--- config.mk ---
export PLATFORM = sky130hd
export DESIGN_NAME = circular_deque_ring_buffer_unit_flat
export DESIGN_NICKNAME = d
export VERILOG_FILES = /design/src/sv/cdq_pkg.sv /design/src/sv/cdq_if.sv /design/src/sv/circular_deque_ring_buffer_unit.sv /design/src/sv/cdq_ram.sv /design/src/sv/cdq_ctrl.sv /design/src/sv/cdq_dp.sv /design/src/flat_wrapper.sv
export SDC_FILE = /design/constraint.sdc
export NUM_CORES = 2
export LEC_CHECK = 0
export BUFFER_PORTS_ARGS = -buffer_cell sky130_fd_sc_hd__buf_4
export CAP_MARGIN = 10
export CORE_ASPECT_RATIO = 0.75
export CORE_MARGIN = 10
export CORE_UTILIZATION = 40
export CTS_CLUSTER_SIZE = 16
export DETAILED_ROUTE_END_ITERATION = 6
export PLACE_DENSITY = 0.63
export SYNTH_ARGS = -nofsm -noshare
export SYNTH_HDL_FRONTEND = slang
export SYNTH_SLANG_ARGS = --single-unit
--- constraint.sdc ---
create_clock -name clk -period 7.15 [get_ports clk]
set_input_delay 1.43 -clock clk [delete_from_list [all_inputs] [get_ports clk]]
set_output_delay 1.43 -clock clk [all_outputs]
set_load 0.005 [all_outputs]
--- src/sv/cdq_pkg.sv ---
// Shared constants, types and index helpers for the circular deque.
`default_nettype none
package cdq_pkg;

    localparam int MAX_SLOTS = 64;
    localparam int IDX_W     = $clog2(MAX_SLOTS);
    localparam int CNT_W     = $clog2(MAX_SLOTS + 1);
    localparam int CAP_W     = 7;
    localparam int WORD_W    = 32;
    localparam int CMD_W     = 2;
    localparam int CMP_W     = (CAP_W > CNT_W) ? CAP_W : CNT_W;

    localparam logic [CAP_W-1:0] CAP_RESET = CAP_W'(MAX_SLOTS);

    localparam logic [CMD_W-1:0] CMD_INS_FRONT = 2'd0;
    localparam logic [CMD_W-1:0] CMD_INS_REAR  = 2'd1;
    localparam logic [CMD_W-1:0] CMD_DEL_FRONT = 2'd2;
    localparam logic [CMD_W-1:0] CMD_DEL_REAR  = 2'd3;

    // Commands from the controller to the datapath.
    typedef struct packed {
        logic load;
        logic rd_en;
        logic cap_we;
    } dp_cmd_t;

    // A zero capacity acts as one, and anything above the slot count as the slot count.
    function automatic logic [CNT_W-1:0] eff_capacity(input logic [CAP_W-1:0] c);
        logic [CMP_W-1:0] cw;
        cw = CMP_W'(c);
        if (cw == '0)
            return CNT_W'(1);
        else if (cw > CMP_W'(MAX_SLOTS))
            return CNT_W'(MAX_SLOTS);
        else
            return CNT_W'(cw);
    endfunction

    function automatic logic [IDX_W-1:0] step_fwd(input logic [IDX_W-1:0] idx,
                                                  input logic [CNT_W-1:0] cap);
        if (CNT_W'(idx) >= CNT_W'(cap - CNT_W'(1)))
            return '0;
        else
            return IDX_W'(idx + IDX_W'(1));
    endfunction

    function automatic logic [IDX_W-1:0] step_back(input logic [IDX_W-1:0] idx,
                                                   input logic [CNT_W-1:0] cap);
        if (idx == '0)
            return IDX_W'(cap - CNT_W'(1));
        else
            return IDX_W'(idx - IDX_W'(1));
    endfunction

endpackage
`default_nettype wire

--- src/sv/cdq_if.sv ---
// Handshake channel interfaces for operations, results and the capacity write.
`default_nettype none
interface cdq_op_if;
    logic                                valid;
    logic                                ready;
    logic [cdq_pkg::CMD_W-1:0]           cmd;
    logic signed [cdq_pkg::WORD_W-1:0]   data_value;

    modport source (output valid, output cmd, output data_value, input ready);
    modport sink   (input valid, input cmd, input data_value, output ready);
endinterface

interface cdq_res_if;
    logic                                valid;
    logic                                ready;
    logic                                accepted;
    logic signed [cdq_pkg::WORD_W-1:0]   front_value;
    logic signed [cdq_pkg::WORD_W-1:0]   rear_value;
    logic                                is_empty;
    logic                                is_full;

    modport source (output valid, output accepted, output front_value, output rear_value,
                    output is_empty, output is_full, input ready);
    modport sink   (input valid, input accepted, input front_value, input rear_value,
                    input is_empty, input is_full, output ready);
endinterface

interface cdq_cfg_if;
    logic                        valid;
    logic                        ready;
    logic [cdq_pkg::CAP_W-1:0]   capacity;

    modport source (output valid, output capacity, input ready);
    modport sink   (input valid, input capacity, output ready);
endinterface
`default_nettype wire

--- src/sv/circular_deque_ring_buffer_unit.sv ---
// Top level of the circular deque: controller, datapath and channel wiring.
`default_nettype none
// Double-ended ring buffer of signed 32-bit words held in a 64-entry RAM. Each item on the op
// channel inserts or deletes at the front or rear and produces one item on the res channel.
// One item is in flight at a time: it is accepted in the idle state, the two end slots are read in
// the read state through the RAM's registered read ports, and the result is shown in the show
// state until taken, so an item also waits on res.ready. The capacity
// register is always ready and is to be written only while no item is in flight.
module circular_deque_ring_buffer_unit (
    input  wire logic clk,
    input  wire logic rst_n,
    cdq_op_if.sink    op,
    cdq_res_if.source res,
    cdq_cfg_if.sink   cfg
);

    cdq_pkg::dp_cmd_t dp_cmd;

    cdq_ctrl u_ctrl (
        .clk       (clk),
        .rst_n     (rst_n),
        .op_valid  (op.valid),
        .op_ready  (op.ready),
        .res_valid (res.valid),
        .res_ready (res.ready),
        .cfg_valid (cfg.valid),
        .cfg_ready (cfg.ready),
        .dp_cmd    (dp_cmd)
    );

    cdq_dp u_dp (
        .clk          (clk),
        .rst_n        (rst_n),
        .dp_cmd       (dp_cmd),
        .op_cmd       (op.cmd),
        .op_data      (op.data_value),
        .cfg_capacity (cfg.capacity),
        .accepted     (res.accepted),
        .front_value  (res.front_value),
        .rear_value   (res.rear_value),
        .is_empty     (res.is_empty),
        .is_full      (res.is_full)
    );

endmodule
`default_nettype wire

--- src/sv/cdq_ram.sv ---
// Generic RAM with one write port and two registered read ports.
`default_nettype none
module cdq_ram #(
    parameter int WIDTH = 32,
    parameter int DEPTH = 64
) (
    input  wire logic                     clk,
    input  wire logic                     we,
    input  wire logic [$clog2(DEPTH)-1:0] waddr,
    input  wire logic [WIDTH-1:0]         wdata,
    input  wire logic                     re,
    input  wire logic [$clog2(DEPTH)-1:0] raddr_a,
    input  wire logic [$clog2(DEPTH)-1:0] raddr_b,
    output logic      [WIDTH-1:0]         rdata_a,
    output logic      [WIDTH-1:0]         rdata_b
);

    logic [WIDTH-1:0] mem [DEPTH];

    always_ff @(posedge clk)
    begin
        if (we)
        begin
            mem[waddr] <= wdata;
        end
        if (re)
        begin
            rdata_a <= mem[raddr_a];
            rdata_b <= mem[raddr_b];
        end
    end

endmodule
`default_nettype wire

--- src/sv/cdq_ctrl.sv ---
// Controller state machine: sequences accept, slot read and result hand-off.
`default_nettype none
module cdq_ctrl (
    input  wire logic       clk,
    input  wire logic       rst_n,
    input  wire logic       op_valid,
    output logic            op_ready,
    output logic            res_valid,
    input  wire logic       res_ready,
    input  wire logic       cfg_valid,
    output logic            cfg_ready,
    output cdq_pkg::dp_cmd_t dp_cmd
);

    typedef enum logic [2:0] {
        S_IDLE = 3'b001,
        S_READ = 3'b010,
        S_SHOW = 3'b100
    } state_t;

    state_t state_reg;
    state_t state_next;

    always_comb
    begin
        state_next = state_reg;
        unique case (state_reg)
            S_IDLE:
            begin
                if (op_valid)
                    state_next = S_READ;
            end
            S_READ:
            begin
                state_next = S_SHOW;
            end
            S_SHOW:
            begin
                if (res_ready)
                    state_next = S_IDLE;
            end
            default:
            begin
                state_next = S_IDLE;
            end
        endcase
    end

    always_ff @(posedge clk or negedge rst_n)
    begin
        if (!rst_n)
            state_reg <= S_IDLE;
        else
            state_reg <= state_next;
    end

    assign op_ready      = (state_reg == S_IDLE);
    assign res_valid     = (state_reg == S_SHOW);
    assign cfg_ready     = 1'b1;
    assign dp_cmd.load   = op_valid && (state_reg == S_IDLE);
    assign dp_cmd.rd_en  = (state_reg == S_READ);
    assign dp_cmd.cap_we = cfg_valid;

endmodule
`default_nettype wire

--- src/sv/cdq_dp.sv ---
// Datapath: end indices, fill count, capacity register and the slot RAM.
`default_nettype none
module cdq_dp (
    input  wire logic                                 clk,
    input  wire logic                                 rst_n,
    input  wire cdq_pkg::dp_cmd_t                     dp_cmd,
    input  wire logic [cdq_pkg::CMD_W-1:0]            op_cmd,
    input  wire logic signed [cdq_pkg::WORD_W-1:0]    op_data,
    input  wire logic [cdq_pkg::CAP_W-1:0]            cfg_capacity,
    output logic                                      accepted,
    output logic signed [cdq_pkg::WORD_W-1:0]         front_value,
    output logic signed [cdq_pkg::WORD_W-1:0]         rear_value,
    output logic                                      is_empty,
    output logic                                      is_full
);

    logic [cdq_pkg::IDX_W-1:0]  head_reg, head_next;
    logic [cdq_pkg::IDX_W-1:0]  tail_reg, tail_next;
    logic [cdq_pkg::CNT_W-1:0]  fill_reg, fill_next;
    logic [cdq_pkg::CAP_W-1:0]  capacity_reg;
    logic                       accepted_reg, accepted_next;

    logic [cdq_pkg::CNT_W-1:0]  cap;
    logic                       full;
    logic                       empty;
    logic                       wr_en;
    logic [cdq_pkg::IDX_W-1:0]  wr_addr;
    logic [cdq_pkg::WORD_W-1:0] rd_front;
    logic [cdq_pkg::WORD_W-1:0] rd_rear;

    assign cap   = cdq_pkg::eff_capacity(capacity_reg);
    assign full  = (fill_reg >= cap);
    assign empty = (fill_reg == '0);

    always_comb
    begin
        head_next     = head_reg;
        tail_next     = tail_reg;
        fill_next     = fill_reg;
        accepted_next = 1'b0;
        wr_en         = 1'b0;
        wr_addr       = '0;
        unique case (op_cmd)
            cdq_pkg::CMD_INS_FRONT, cdq_pkg::CMD_INS_REAR:
            begin
                if (!full)
                begin
                    accepted_next = 1'b1;
                    wr_en         = 1'b1;
                    fill_next     = cdq_pkg::CNT_W'(fill_reg + cdq_pkg::CNT_W'(1));
                    // An insert into an empty deque restarts both ends at slot zero.
                    if (empty)
                    begin
                        head_next = '0;
                        tail_next = '0;
                        wr_addr   = '0;
                    end
                    else if (op_cmd == cdq_pkg::CMD_INS_FRONT)
                    begin
                        head_next = cdq_pkg::step_back(head_reg, cap);
                        wr_addr   = head_next;
                    end
                    else
                    begin
                        tail_next = cdq_pkg::step_fwd(tail_reg, cap);
                        wr_addr   = tail_next;
                    end
                end
            end
            cdq_pkg::CMD_DEL_FRONT, cdq_pkg::CMD_DEL_REAR:
            begin
                if (!empty)
                begin
                    accepted_next = 1'b1;
                    fill_next     = cdq_pkg::CNT_W'(fill_reg - cdq_pkg::CNT_W'(1));
                    if (op_cmd == cdq_pkg::CMD_DEL_FRONT)
                        head_next = cdq_pkg::step_fwd(head_reg, cap);
                    else
                        tail_next = cdq_pkg::step_back(tail_reg, cap);
                end
            end
            default:
            begin
                accepted_next = 1'b0;
            end
        endcase
    end

    always_ff @(posedge clk or negedge rst_n)
    begin
        if (!rst_n)
        begin
            head_reg     <= '0;
            tail_reg     <= '0;
            fill_reg     <= '0;
            capacity_reg <= cdq_pkg::CAP_RESET;
            accepted_reg <= 1'b0;
        end
        else
        begin
            if (dp_cmd.load)
            begin
                head_reg     <= head_next;
                tail_reg     <= tail_next;
                fill_reg     <= fill_next;
                accepted_reg <= accepted_next;
            end
            if (dp_cmd.cap_we)
                capacity_reg <= cfg_capacity;
        end
    end

    cdq_ram #(
        .WIDTH (cdq_pkg::WORD_W),
        .DEPTH (cdq_pkg::MAX_SLOTS)
    ) u_slots (
        .clk     (clk),
        .we      (wr_en && dp_cmd.load),
        .waddr   (wr_addr),
        .wdata   (op_data),
        .re      (dp_cmd.rd_en),
        .raddr_a (head_reg),
        .raddr_b (tail_reg),
        .rdata_a (rd_front),
        .rdata_b (rd_rear)
    );

    assign accepted    = accepted_reg;
    assign is_empty    = empty;
    assign is_full     = full;
    assign front_value = empty ? '1 : rd_front;
    assign rear_value  = empty ? '1 : rd_rear;

endmodule
`default_nettype wire

--- src/flat_wrapper.sv ---
// flat-port wrapper written by rule: the top's interface ports become plain ports
module circular_deque_ring_buffer_unit_flat 
  (clk, rst_n, op_valid, op_cmd, op_data_value, op_ready, res_valid, res_accepted, res_front_value, res_rear_value, res_is_empty, res_is_full, res_ready, cfg_valid, cfg_capacity, cfg_ready);
  cdq_op_if op_i ();
  cdq_res_if res_i ();
  cdq_cfg_if cfg_i ();
  input  wire logic clk;
  input  wire logic rst_n;
  input wire logic [$bits(op_i.valid)-1:0] op_valid;
  input wire logic [$bits(op_i.cmd)-1:0] op_cmd;
  input wire logic [$bits(op_i.data_value)-1:0] op_data_value;
  output wire logic [$bits(op_i.ready)-1:0] op_ready;
  output wire logic [$bits(res_i.valid)-1:0] res_valid;
  output wire logic [$bits(res_i.accepted)-1:0] res_accepted;
  output wire logic [$bits(res_i.front_value)-1:0] res_front_value;
  output wire logic [$bits(res_i.rear_value)-1:0] res_rear_value;
  output wire logic [$bits(res_i.is_empty)-1:0] res_is_empty;
  output wire logic [$bits(res_i.is_full)-1:0] res_is_full;
  input wire logic [$bits(res_i.ready)-1:0] res_ready;
  input wire logic [$bits(cfg_i.valid)-1:0] cfg_valid;
  input wire logic [$bits(cfg_i.capacity)-1:0] cfg_capacity;
  output wire logic [$bits(cfg_i.ready)-1:0] cfg_ready;
  assign op_i.valid = op_valid;
  assign op_i.cmd = op_cmd;
  assign op_i.data_value = op_data_value;
  assign op_ready = op_i.ready;
  assign res_valid = res_i.valid;
  assign res_accepted = res_i.accepted;
  assign res_front_value = res_i.front_value;
  assign res_rear_value = res_i.rear_value;
  assign res_is_empty = res_i.is_empty;
  assign res_is_full = res_i.is_full;
  assign res_i.ready = res_ready;
  assign cfg_i.valid = cfg_valid;
  assign cfg_i.capacity = cfg_capacity;
  assign cfg_ready = cfg_i.ready;
  circular_deque_ring_buffer_unit u_core (.clk(clk), .rst_n(rst_n), .op(op_i), .res(res_i), .cfg(cfg_i));
endmodule
==> impl_metrics.py <==
metrics = {
    "critical_path": {
        "crit_path_start_kind": "register",
        "cpMaxStageDelayCell": "nor2_4",
        "arrival_ns": 6.39,
        "rr_startpoint": "u_core.u_dp.capacity_reg[6]$_DFFE_PN1P_",
        "critPathMaxStageDelay_ns": 0.85,
        "cp.required_ns": 7.69,
        "path_max_fanout": 14,
        "crit_chain": "clkinv_1 -> a32o_1 -> inv_1 -> ha_1 -> xor2_1 -> ha_1 -> and2_1 -> a211o_1 -> a22oi_2 -> a221oi_4 -> o32ai_2 -> nand3_1 -> nor2_4 -> buf_4",
        "crit_type": "reg2reg",
        "endpoint_kind": "register",
        "cp_common_cell": "ha_1",
        "startpoint": "u_core.u_dp.capacity_reg[6]$_DFFE_PN1P_",
    },
    "layout": {
        "nFillCells": 20200,
        "syn_to_final_growth_pct": 12.7,
        "drive_gt1_frac": 0.441,
        "layout.nets": 4472,
        "fin_util": 0.454,
        "largest_register_ffs": 2048,
        "multi_input_comb_area_sq_um": 33500,
        "largest_register": "u_core.u_dp.u_slots.mem",
        "final_area_sq_um": 111000,
        "final_common_cell": "edfxtp_1",
        "finalNonFillerCells": 7836,
        "top_regs": "u_core.u_dp.u_slots.mem (2048), u_core.u_dp.u_slots.rdata_a (32), u_core.u_dp.u_slots.rdata_b (32)",
        "final_cell_mix": "edfxtp_1, mux4_2, buf_4",
        "register_area_sq_um": 64200,
    },
    "drt": {
        "route.detailed.wl_per_inst_um": 38.4,
        "ant_nets": 0,
        "dr.pass1.iters": 6,
        "drt_iter0_drc": 7563,
        "vias": 52000,
        "routed_wl_um": 301000,
        "vias_per_cell": 6.64,
        "drc": 0,
    },
    "cts": {
        "h-tree-depth": 4,
        "hold_buffers": 0,
        "insertion_delay_ns": 0.90,
        "numClockSinks": 2142,
        "cts_root_buf": "clkbuf_16",
        "path_clk_slew_ns": 0.06,
        "post_cts_resized": 0,
        "cts_tree": "yes",
        "clock_path_buffers": 4,
        "cts_setup_buffers": 0,
        "numCtsBuffers": 213,
    },
    "place": {
        "hpwl_um": 182000,
        "portBuffers": 114,
        "place_inst": 7443,
        "placed_area_sq_um": 104000,
        "dp_slack_ns": 1.42,
        "place_congestion": 0.842,
    },
    "floorplanning": {
        "die_w_um": 593,
        "die-area_sq_um": 267000,
        "io_pins": 116,
        "start_util": 0.403,
        "rows": 157,
        "core_sq_um": 245000,
        "die_y_um": 450,
    },
    "grt": {
        "grt_usage": 0.222,
        "grt_pass1_vias": 51500,
        "overflow": 0,
        "grt_max_degree": 144,
        "antenna_found_initial": 33,
        "grt_pass1_wl_um": 420000,
    },
    "yosys": {
        "synth-edff-count": 2112,
        "ys_ff_latch": 2142,
        "synth_flop_cell": "edfxtp_1",
        "yosysUniqueCellTypes": 68,
        "yosysWarnings": 0,
        "syn_area_sq_um": 98600,
        "seq_area_frac_synth": 0.651,
        "synth.avg_cell_area_sq_um": 23.2,
        "ys_async_sr_fraction": 0.0140,
        "syn-num-nets": 4324,
        "syn-instance-count": 4252,
    },
    "power_and_ir_drop": {
        "seqPwrFrac": 0.343,
        "ir_drop_mv": 0.379,
        "p_sw_mw": 14.5,
        "combPwrFrac": 0.392,
        "p_leak_nw": 33.6,
        "p_sw_frac": 0.337,
        "power.density_nw_per_um2": 386,
        "p_int_mw": 28.5,
        "p_total_mw": 42.9,
        "clkPwrFrac": 0.266,
    },
    "timing": {
        "fin_ws_ns": 1.30,
        "fmax_ghz": 0.171,
        "max_slew_margin": 0.207,
        "setup_viol": 0,
        "slew_viol_final": 0,
        "fin_worst_skew_ns": 0.0591,
        "rsz0062_at_grt": "false",
        "whs_ns": 0.499,
        "post-route-min-period_ns": 5.85,
        "setup_tns_ns": 0,
        "finalHoldViolations": 0,
        "period_share": 0.818,
        "worst_pin_slew_ns": 1.19,
    },
    "outcome": {
        "status": "completed",
    },
    "worst_hold_path": {
        "hold_path.class": "in2async",
    },
    "job": {
        "drv_cap": 0,
    },
}
## kinds of logic after synthesis
kind of cell / Yosys count / synth area share
fa+ha+maj: 26 / 0.00338
flops: 2142 / 0.651
simple gates: 265 / 0.0138
compound gates: 102 / 0.00788
xor+xnor: 15 / 0.00133
mux: 1352 / 0.308
buf+inv: 349 / 0.0149
other cells: 1 / 0.0000380
## final timing paths
| kind | to | slack (ns) | depth (start not counted) |
|---|---|---|---|
| worst max-delay path | u_core.u_dp.u_slots.mem[63][23]$_DFFE_PP_ | 1.30 | 14 |
| worst min register to register | u_core.u_dp.fill_reg[0]$_DFFE_PN0P_ | 0.53 | 1 |
| max in group asynchronous | u_core.u_dp.tail_reg[3]$_DFFE_PN0P_ | 6.25 | 1 |
| worst min-delay path | u_core.u_dp.accepted$_DFFE_PN0P_ | 0.50 | 1 |
| worst max register to register | u_core.u_dp.u_slots.mem[63][23]$_DFFE_PP_ | 1.30 | 14 |
| min in group clk | u_core.u_dp.fill_reg[0]$_DFFE_PN0P_ | 0.53 | 1 |
## Yosys cell counts (4+ instances only)
cell type,instances,area share
nor3b_1,6,0.00046
inv_1,18,0.00069
clkbuf_1,153,0.0058
o31ai_1,6,0.00046
nand3_1,19,0.00096
xor2_1,7,0.00062
nand2b_1,69,0.0044
nor3_1,18,0.00091
xnor2_1,8,0.00071
nand3_2,7,0.00071
ha_1,25,0.0032
dfrtp_1,28,0.0071
o22ai_1,4,0.00025
nand2_1,29,0.0011
buf_1,56,0.0021
a21o_1,4,0.00030
nor2_1,86,0.0033
a21oi_1,19,0.00096
mux4_2,1344,0.31
mux2_2,5,0.00057
buf_2,115,0.0058
edfxtp_1,2112,0.64
nand4_1,13,0.00082
nor2b_1,5,0.00032
o21ai_0,27,0.0014
## layer usage
metal / global-route usage / vias up / part of all wire
met3: 0.0574 / 518 / 0.11
met5: 0 / - / 0.00028
met4: 0.0700 / 12 / 0.037
li1: - / 19500 / -
met1: 0.324 / 28700 / 0.40
met2: 0.328 / 3350 / 0.45
## area by class of cell
class,instances,share of cell area
Antenna cell,8,0.000180
Clock buffer,250,0.0498
Clock inverter,134,0.0125
Inverter,20,0.000811
Multi-Input combinational cell,1761,0.301
Sequential cell,2142,0.578
Tap cell,3259,0.0367
Timing Repair Buffer,262,0.0210
## critical path: cells and delay by family (launching register included)
kind	cells	cell delay [ns]
fa+ha+maj	2	0.61
simple gates	3	1.73
flops	1	0.60
compound gates	5	1.42
buf+inv	3	0.77
xor+xnor	1	0.36
## power groups by stage
stage	clock network, mW	logic, mW	registers (mW)
after floorplan	0	11.1	14.5
after global placement	0	17.0	15.0
after detailed placement	0	16.9	15.0
after CTS	11.6	17.0	14.7
after global routing	12.1	17.5	14.7
final	11.4	16.8	14.7
Note: power is estimated with default switching activity, not from simulation.
